<file path="src/sv/cfr_pkg.sv">
package cfr_pkg;

  typedef enum logic [2:0] {
    CLS_ERR = 3'd0,
    CLS_REC = 3'd1,
    CLS_VER = 3'd2,
    CLS_SET = 3'd3,
    CLS_CHK = 3'd4
  } cls_t;

  typedef struct packed {
    logic [7:0] head;
    logic [7:0] address;
    logic [7:0] command;
    logic [7:0] end_byte;
    cls_t       cls;
  } desc_t;

  typedef struct packed {
    logic full;
    logic empty;
  } qstat_t;

  localparam int QUEUE_DEPTH = 2;
  localparam int IDX_W       = 5;
  localparam int PIDX_W      = 4;

  localparam logic [7:0] CMD_RECOVERY = 8'h05;
  localparam logic [7:0] CMD_VERSION  = 8'h81;
  localparam logic [7:0] MASK_SETTING = 8'h50;
  localparam logic [7:0] MASK_CHECK   = 8'hA0;
  localparam logic [7:0] BYTE_RECOVER = 8'h55;
  localparam logic [7:0] BYTE_SETTING = 8'h55;
  localparam logic [7:0] LEN_BASE     = 8'd3;

  localparam logic [7:0] VERSION_SET [16] = '{
    8'h02, 8'h2C, 8'h01, 8'h2C, 8'h01, 8'h2C, 8'h01, 8'h2C,
    8'h01, 8'h2C, 8'h12, 8'h34, 8'h56, 8'h78, 8'h00, 8'h00
  };

  localparam logic [7:0] CHECKOUT_SET [16] = '{
    8'h32, 8'h31, 8'h37, 8'h30, 8'h2E, 8'h30, 8'h30, 8'h30,
    8'h00, 8'h00, 8'h00, 8'h00, 8'h00, 8'h00, 8'h00, 8'h00
  };

  function automatic cls_t classify(input logic [7:0] cmd);
    cls_t c;
    if (cmd == CMD_RECOVERY) begin
      c = CLS_REC;
    end else if (cmd == CMD_VERSION) begin
      c = CLS_VER;
    end else if ((cmd & MASK_SETTING) == MASK_SETTING) begin
      c = CLS_SET;
    end else if ((cmd & MASK_CHECK) == MASK_CHECK) begin
      c = CLS_CHK;
    end else begin
      c = CLS_ERR;
    end
    return c;
  endfunction

  function automatic logic [IDX_W-1:0] param_count(input cls_t cls);
    logic [IDX_W-1:0] n;
    case (cls)
      CLS_REC: n = IDX_W'(1);
      CLS_VER: n = IDX_W'(14);
      CLS_SET: n = IDX_W'(1);
      CLS_CHK: n = IDX_W'(10);
      default: n = '0;
    endcase
    return n;
  endfunction

  function automatic logic [7:0] param_byte(input cls_t cls, input logic [PIDX_W-1:0] i);
    logic [7:0] b;
    case (cls)
      CLS_REC: b = BYTE_RECOVER;
      CLS_VER: b = VERSION_SET[i];
      CLS_SET: b = BYTE_SETTING;
      CLS_CHK: b = CHECKOUT_SET[i];
      default: b = '0;
    endcase
    return b;
  endfunction

endpackage

</file>
<file path="src/sv/command_frame_responder_unit.sv">
// Received bytes are taken one per cycle; only the end byte of a frame can be held
// off, and only while the two-entry reply queue is full.
// The end byte is written into the reply queue; the first beat is registered from
// its head; beats go one per cycle unless stalled: up to twenty, or one error beat.
// Reset is synchronous and active high; it returns the receiver to waiting for a head
// byte, empties the reply queue and drops any pending output beat.
module command_frame_responder_unit #(
  parameter int QueueDepth = cfr_pkg::QUEUE_DEPTH
) (
  input  logic       clk,
  input  logic       rst,
  input  logic       rx_valid,
  output logic       rx_stall,
  input  logic [7:0] rx_byte,
  output logic       tx_valid,
  input  logic       tx_stall,
  output logic [7:0] tx_byte,
  output logic       frame_last,
  output logic       status
);
  import cfr_pkg::*;

  qstat_t qstat;
  desc_t  push_desc;
  desc_t  head_desc;
  logic   push;
  logic   pop;

  cfr_front u_front (
    .clk       (clk),
    .rst       (rst),
    .rx_valid  (rx_valid),
    .rx_stall  (rx_stall),
    .rx_byte   (rx_byte),
    .qstat     (qstat),
    .push      (push),
    .push_desc (push_desc)
  );

  cfr_queue #(
    .Depth (QueueDepth)
  ) u_queue (
    .clk       (clk),
    .rst       (rst),
    .push      (push),
    .push_desc (push_desc),
    .pop       (pop),
    .head_desc (head_desc),
    .qstat     (qstat)
  );

  cfr_back u_back (
    .clk        (clk),
    .rst        (rst),
    .desc       (head_desc),
    .qstat      (qstat),
    .pop        (pop),
    .tx_valid   (tx_valid),
    .tx_stall   (tx_stall),
    .tx_byte    (tx_byte),
    .frame_last (frame_last),
    .status     (status)
  );

  assert property (@(posedge clk) disable iff (rst) !(push && qstat.full))
    else $error("reply queue written while full");

  assert property (@(posedge clk) disable iff (rst) pop |-> !qstat.empty)
    else $error("reply queue read while empty");

  assert property (@(posedge clk) disable iff (rst)
    (tx_valid && status) |-> (frame_last && tx_byte == 8'd0))
    else $error("error beat is not a lone zero beat");

  assert property (@(posedge clk) disable iff (rst)
    (qstat.empty && !tx_stall) |=> !tx_valid)
    else $error("output beat produced with nothing queued");

endmodule

</file>
<file path="src/sv/cfr_front.sv">
module cfr_front (
  input  logic           clk,
  input  logic           rst,
  input  logic           rx_valid,
  output logic           rx_stall,
  input  logic [7:0]     rx_byte,
  input  cfr_pkg::qstat_t qstat,
  output logic           push,
  output cfr_pkg::desc_t push_desc
);
  import cfr_pkg::*;

  typedef enum logic [6:0] {
    PH_HEAD  = 7'b0000001,
    PH_LEN   = 7'b0000010,
    PH_ADDR  = 7'b0000100,
    PH_CMD   = 7'b0001000,
    PH_PARAM = 7'b0010000,
    PH_CHK   = 7'b0100000,
    PH_END   = 7'b1000000
  } phase_t;

  phase_t     phase;
  phase_t     phase_next;
  logic [7:0] bytes_left;
  logic [7:0] saved_head;
  logic [7:0] saved_address;
  logic [7:0] saved_command;
  logic       accept;

  assign rx_stall = (phase == PH_END) && qstat.full;
  assign accept   = rx_valid && !rx_stall;
  assign push     = accept && (phase == PH_END);

  assign push_desc.head     = saved_head;
  assign push_desc.address  = saved_address;
  assign push_desc.command  = saved_command;
  assign push_desc.end_byte = rx_byte;
  assign push_desc.cls      = classify(saved_command);

  always_comb begin
    case (phase)
      PH_HEAD:  phase_next = PH_LEN;
      PH_LEN:   phase_next = PH_ADDR;
      PH_ADDR:  phase_next = PH_CMD;
      PH_CMD:   phase_next = (bytes_left != 8'd0) ? PH_PARAM : PH_CHK;
      PH_PARAM: phase_next = (bytes_left == 8'd1) ? PH_CHK : PH_PARAM;
      PH_CHK:   phase_next = PH_END;
      PH_END:   phase_next = PH_HEAD;
      default:  phase_next = PH_LEN;
    endcase
  end

  always_ff @(posedge clk) begin
    if (rst) begin
      phase      <= PH_HEAD;
      bytes_left <= '0;
    end else if (accept) begin
      phase <= phase_next;
      if (phase == PH_LEN) begin
        bytes_left <= (rx_byte >= LEN_BASE) ? rx_byte - LEN_BASE : 8'd0;
      end else if (phase == PH_PARAM) begin
        bytes_left <= bytes_left - 8'd1;
      end
    end
  end

  always_ff @(posedge clk) begin
    if (accept) begin
      case (phase)
        PH_HEAD: saved_head    <= rx_byte;
        PH_ADDR: saved_address <= rx_byte;
        PH_CMD:  saved_command <= rx_byte;
        default: ;
      endcase
    end
  end

endmodule

</file>
<file path="src/sv/cfr_queue.sv">
module cfr_queue #(
  parameter int Depth = cfr_pkg::QUEUE_DEPTH
) (
  input  logic            clk,
  input  logic            rst,
  input  logic            push,
  input  cfr_pkg::desc_t  push_desc,
  input  logic            pop,
  output cfr_pkg::desc_t  head_desc,
  output cfr_pkg::qstat_t qstat
);
  import cfr_pkg::*;

  localparam int PTR_W = (Depth > 1) ? $clog2(Depth) : 1;
  localparam int CNT_W = $clog2(Depth + 1);

  desc_t            entries [Depth];
  logic [PTR_W-1:0] wr_ptr;
  logic [PTR_W-1:0] rd_ptr;
  logic [CNT_W-1:0] count;

  assign qstat.full  = (count == CNT_W'(Depth));
  assign qstat.empty = (count == '0);
  assign head_desc   = entries[rd_ptr];

  always_ff @(posedge clk) begin
    if (push) begin
      entries[wr_ptr] <= push_desc;
    end
  end

  always_ff @(posedge clk) begin
    if (rst) begin
      wr_ptr <= '0;
      rd_ptr <= '0;
      count  <= '0;
    end else begin
      if (push) begin
        wr_ptr <= (wr_ptr == PTR_W'(Depth - 1)) ? '0 : wr_ptr + PTR_W'(1);
      end
      if (pop) begin
        rd_ptr <= (rd_ptr == PTR_W'(Depth - 1)) ? '0 : rd_ptr + PTR_W'(1);
      end
      if (push && !pop) begin
        count <= count + CNT_W'(1);
      end else if (pop && !push) begin
        count <= count - CNT_W'(1);
      end
    end
  end

endmodule

</file>
<file path="src/sv/cfr_back.sv">
module cfr_back (
  input  logic            clk,
  input  logic            rst,
  input  cfr_pkg::desc_t  desc,
  input  cfr_pkg::qstat_t qstat,
  output logic            pop,
  output logic            tx_valid,
  input  logic            tx_stall,
  output logic [7:0]      tx_byte,
  output logic            frame_last,
  output logic            status
);
  import cfr_pkg::*;

  logic [IDX_W-1:0]  idx;
  logic [7:0]        sum;
  logic [IDX_W-1:0]  n;
  logic [PIDX_W-1:0] pidx;
  logic              load;
  logic              is_err;
  logic              last;
  logic [7:0]        byte_next;

  assign n      = param_count(desc.cls);
  assign pidx   = PIDX_W'(idx - IDX_W'(4));
  assign is_err = (desc.cls == CLS_ERR);
  assign load   = !qstat.empty && (!tx_valid || !tx_stall);
  assign last   = is_err || (idx == n + IDX_W'(5));
  assign pop    = load && last;

  always_comb begin
    if (is_err) begin
      byte_next = '0;
    end else if (idx == IDX_W'(0)) begin
      byte_next = desc.head;
    end else if (idx == IDX_W'(1)) begin
      byte_next = 8'(n) + LEN_BASE;
    end else if (idx == IDX_W'(2)) begin
      byte_next = desc.address;
    end else if (idx == IDX_W'(3)) begin
      byte_next = desc.command;
    end else if (idx < n + IDX_W'(4)) begin
      byte_next = param_byte(desc.cls, pidx);
    end else if (idx == n + IDX_W'(4)) begin
      byte_next = sum;
    end else begin
      byte_next = desc.end_byte;
    end
  end

  always_ff @(posedge clk) begin
    if (rst) begin
      tx_valid <= 1'b0;
      idx      <= '0;
    end else begin
      if (load) begin
        tx_valid <= 1'b1;
        idx      <= last ? '0 : idx + IDX_W'(1);
      end else if (!tx_stall) begin
        tx_valid <= 1'b0;
      end
    end
  end

  always_ff @(posedge clk) begin
    if (load) begin
      tx_byte    <= byte_next;
      frame_last <= last;
      status     <= is_err;
      sum        <= (idx == IDX_W'(0)) ? 8'd0 : sum + byte_next;
    end
  end

endmodule

</file>
<file path="config.mk">
export PLATFORM = sky130hd
export DESIGN_NAME = command_frame_responder_unit
export DESIGN_NICKNAME = d
export VERILOG_FILES = /design/src/sv/cfr_pkg.sv /design/src/sv/command_frame_responder_unit.sv /design/src/sv/cfr_front.sv /design/src/sv/cfr_queue.sv /design/src/sv/cfr_back.sv
export SDC_FILE = /design/constraint.sdc
export NUM_CORES = 1
export LEC_CHECK = 0
export ABC_AREA = 1
export BUFFER_PORTS_ARGS = -buffer_cell sky130_fd_sc_hd__buf_2
export CAP_MARGIN = 15
export CORE_UTILIZATION = 40
export DETAILED_ROUTE_END_ITERATION = 10
export GPL_TIMING_DRIVEN = 1
export HOLD_SLACK_MARGIN = 0.12
export PLACE_DENSITY = 0.54
export SYNTH_ARGS = -nofsm -noshare
export SYNTH_HDL_FRONTEND = slang
export SYNTH_SLANG_ARGS = --single-unit
</file>
<file path="constraint.sdc">
create_clock -name clk -period 3.5 [get_ports clk]
set_clock_uncertainty 0.1 [all_clocks]
set_input_delay 0.175 -clock clk [delete_from_list [all_inputs] [get_ports clk]]
set_output_delay 0.175 -clock clk [all_outputs]
set_load 0.01 [all_outputs]
</file>
==> flow_metrics.py <==
metrics = {
    "global_route": {
        "grt_pass1_wl_mm": 27.1,
        "grt_pass1_vias": 5202,
        "grt_usage_pct": 20.3,
        "grt-ovfl-total": 0,
        "antenna_found_initial": 1,
        "grt_max_degree": 37,
    },
    "finish": {
        "area_delta_synth_final_pct": 27.4,
        "stdcell_area_um2": 8730,
        "drive_above_1_share_pct": 25.1,
        "final_cell_mix": "nand2_1 (164), edfxtp_1 (112), buf_4 (67), nor2_1 (66), inv_1 (62)",
        "nets": 872,
        "num_antenna_cells": 0,
        "nFillCells": 1503,
        "final_common_cell": "nand2_1",
        "fin_cells": 1066,
    },
    "clock_network": {
        "cts.clk_slew.worst_paths_ns": 0.06,
        "cts_sinks": 138,
        "clock_latency_ns": 0.42,
        "cts_buffers": 17,
        "cts_tree": "done",
        "cts_root_buf": "clkbuf_16",
        "htreeDepth": 4,
        "cts_max_path_buffers": 2,
    },
    "outcome": {
        "status": "complete, but fails checks",
        "violations": "negative setup slack",
    },
    "synth": {
        "synth_area_um2": 6850,
        "synth-async-reset-ratio_pct": 0,
        "synth_edf_count": 112,
        "synthXorXnorAreaFrac_pct": 1.92,
        "yosys.area_share.simple_pct": 20.6,
        "yosys_warnings": 0,
        "synthAdderAreaFrac_pct": 5.04,
        "synth.distinct_cells": 48,
        "synth_ff_type": "edfxtp_1",
        "synth-compound-area-share_pct": 10.0,
        "synthMuxAreaShare_pct": 0,
        "synth_seq_cells": 138,
        "syn_inst": 721,
        "syn_avg_cell_area_um2": 9.50,
        "syn_nets": 760,
        "ys_seq_area_share_pct": 56.7,
        "synth_top_family_by_area": "simple AND/OR/NAND/NOR gates",
    },
    "setup_path": {
        "critPathCaptureType": "register",
        "cp_slowest_cell": "edfxtp_1",
        "crit_type": "reg2reg",
        "cp_data_required_time_ns": 3.57,
        "cp.arrival_ns": 3.79,
        "max_stage_delay_ns": 0.41,
        "cp-start-kind": "register",
        "worstPathMaxFanout": 5,
        "critical_path.most_common_cell": "nand2_1",
    },
    "floorplan": {
        "io_pins": 24,
        "fp.dieArea_um2": 17700,
        "initial_core_util_pct": 41.2,
        "fp.dieW_um": 133,
        "rows": 47,
        "core_um2": 16600,
        "die_y_um": 133,
    },
    "pwr": {
        "power_density_nw_per_um2": 446,
        "p_leak_nw": 3.63,
        "ir_drop_v": 0.000333,
        "p_total_mw": 3.90,
    },
    "timing": {
        "hold_violations": 0,
        "setup_tns_ns": -0.811,
        "finalSetupViolCount": 5,
        "period_minus_slack_ns": 3.72,
        "slew_headroom_pct": 42.2,
        "fin_crit_sh_pct": 106,
        "rsz0062_at_grt": "true",
        "report.final.slew_viol_count": 0,
        "worst_pin_slew_ns": 0.863,
        "setup_ws_ns": -0.217,
        "max_freq_mhz": 269,
    },
    "place": {
        "place_area_um2": 7570,
        "hpwl_mm": 12.1,
        "gp_congestion": 0.928,
        "numPortBuffers": 23,
        "numPlacedInstances": 999,
    },
    "routing": {
        "drtPass1Iterations": 5,
        "post_drt_wl_per_cell_um": 16.1,
        "drt-initial-drc-count": 347,
        "drt-total-wl_mm": 17.2,
        "viasPerCell": 4.94,
        "vias": 5267,
        "ant_nets": 0,
        "drc": 0,
    },
    "flow_run": {
        "max_cap_viol_count": 0,
    },
    "min_path": {
        "hp-class": "reg2reg",
    },
}
==> where the power goes <==
part	total [mW]	internal, mW	switching (mW)
Combinational	0.274	0.112	0.163
Sequential	1.80	1.79	0.0159
Clock	1.82	1.07	0.745
==> what timing repair did <==
item                                   4_1_cts  5_1_grt
pin swaps                                   31       28
gates resized for setup                     41       30
hold buffers                                13        0
endpoints found under the hold margin       49        0
setup endpoints to repair                    5        7
buffers inserted                            18        8
==> Yosys cell counts, drive strengths merged (2+ instances only) <==
cell,count,area [um^2]
edfxtp,112,3360
o31ai,2,15.0
o21bai,3,33.8
ha,26,325
inv,76,288
nor2,79,317
o21ai,54,270
a31oi,10,62.6
nand2,190,758
buf,11,75.1
clkbuf,6,23.8
xnor2,4,35.0
or2,2,12.5
dfxtp,26,521
clkinv,2,7.51
nor3,7,46.3
nand4,8,56.3
nor4,2,12.5
a221oi,2,17.5
o211ai,2,15.0
nand3,33,203
a21oi,46,234
xor2,11,96.3
==> final cells by class <==
type | count | area [um^2] | share of cell area (%)
clock buffer | 17 | 425 | 4.87
clock inverter | 15 | 178 | 2.03
inverter | 78 | 305 | 3.50
multi-input combinational | 488 | 2830 | 32.4
sequential | 138 | 3890 | 44.5
tap | 220 | 275 | 3.15
timing repair buffer | 110 | 836 | 9.57
==> routing by layer <==
layer | up-vias | wire [um] | GRT usage (%)
met5 | - | 14 | 0
met4 | 2 | 405 | 8.24
met3 | 22 | 534 | 4.41
met2 | 94 | 8290 | 33.3
met1 | 2480 | 7950 | 25.9
li1 | 2669 | - | -
==> path summary, 6_finish.rpt <==
path | cells after the start | slack (ns) | endpoint | startpoint
min | 0 | 0.35 | u_queue.entries[1][23] | u_front.saved_address[4]
min reg2reg | 0 | 0.35 | u_queue.entries[1][23] | u_front.saved_address[4]
max reg2reg | 29 | -0.22 | u_back.sum[6] | u_queue.entries[0][1]
max | 29 | -0.22 | u_back.sum[6] | u_queue.entries[0][1]
==> registers in the layout, indices dropped and copies added (netlist names), 7 cells and up, named ones only <==
name	count
u_front.bytes_left	8
u_back.tx_byte	8
u_front.saved_head	8
u_front.saved_command	8
u_front.phase	7
u_queue.entries	70
u_front.saved_address	8
u_back.sum	8
==> per-stage QoR <==
step	hold slack, ns	setup slack, ns	utilization (%)
final	0.346	-0.217	52.5
after global routing	0.357	-0.486	52.5
after CTS	0.349	-0.179	51.6
after detailed placement	0.333	-0.437	45.5
after global placement	0.323	-0.329	45.5
after floorplan	0.144	-0.0405	-
==> cells by family (layout without fill, tap and decap cells) <==
group                    Yosys count  count (layout)
adder cells (fa/ha/maj)           27              27
flip-flops                       138             138
buffers and inverters             95             220
AND/OR/NAND/NOR                  322             322
XOR/XNOR                          15              15
AO/OA/AOI/OAI                    124             124
==> worst max-delay path: cells and delay by family, from the launching register on <==
family	cells	cell delay [ns]
adder cells (fa/ha/maj)	3	0.83
AO/OA/AOI/OAI	5	0.54
flip-flops	1	0.41
AND/OR/NAND/NOR	16	1.27
buffers and inverters	5	0.31
Power figures use the tool's default switching activity.
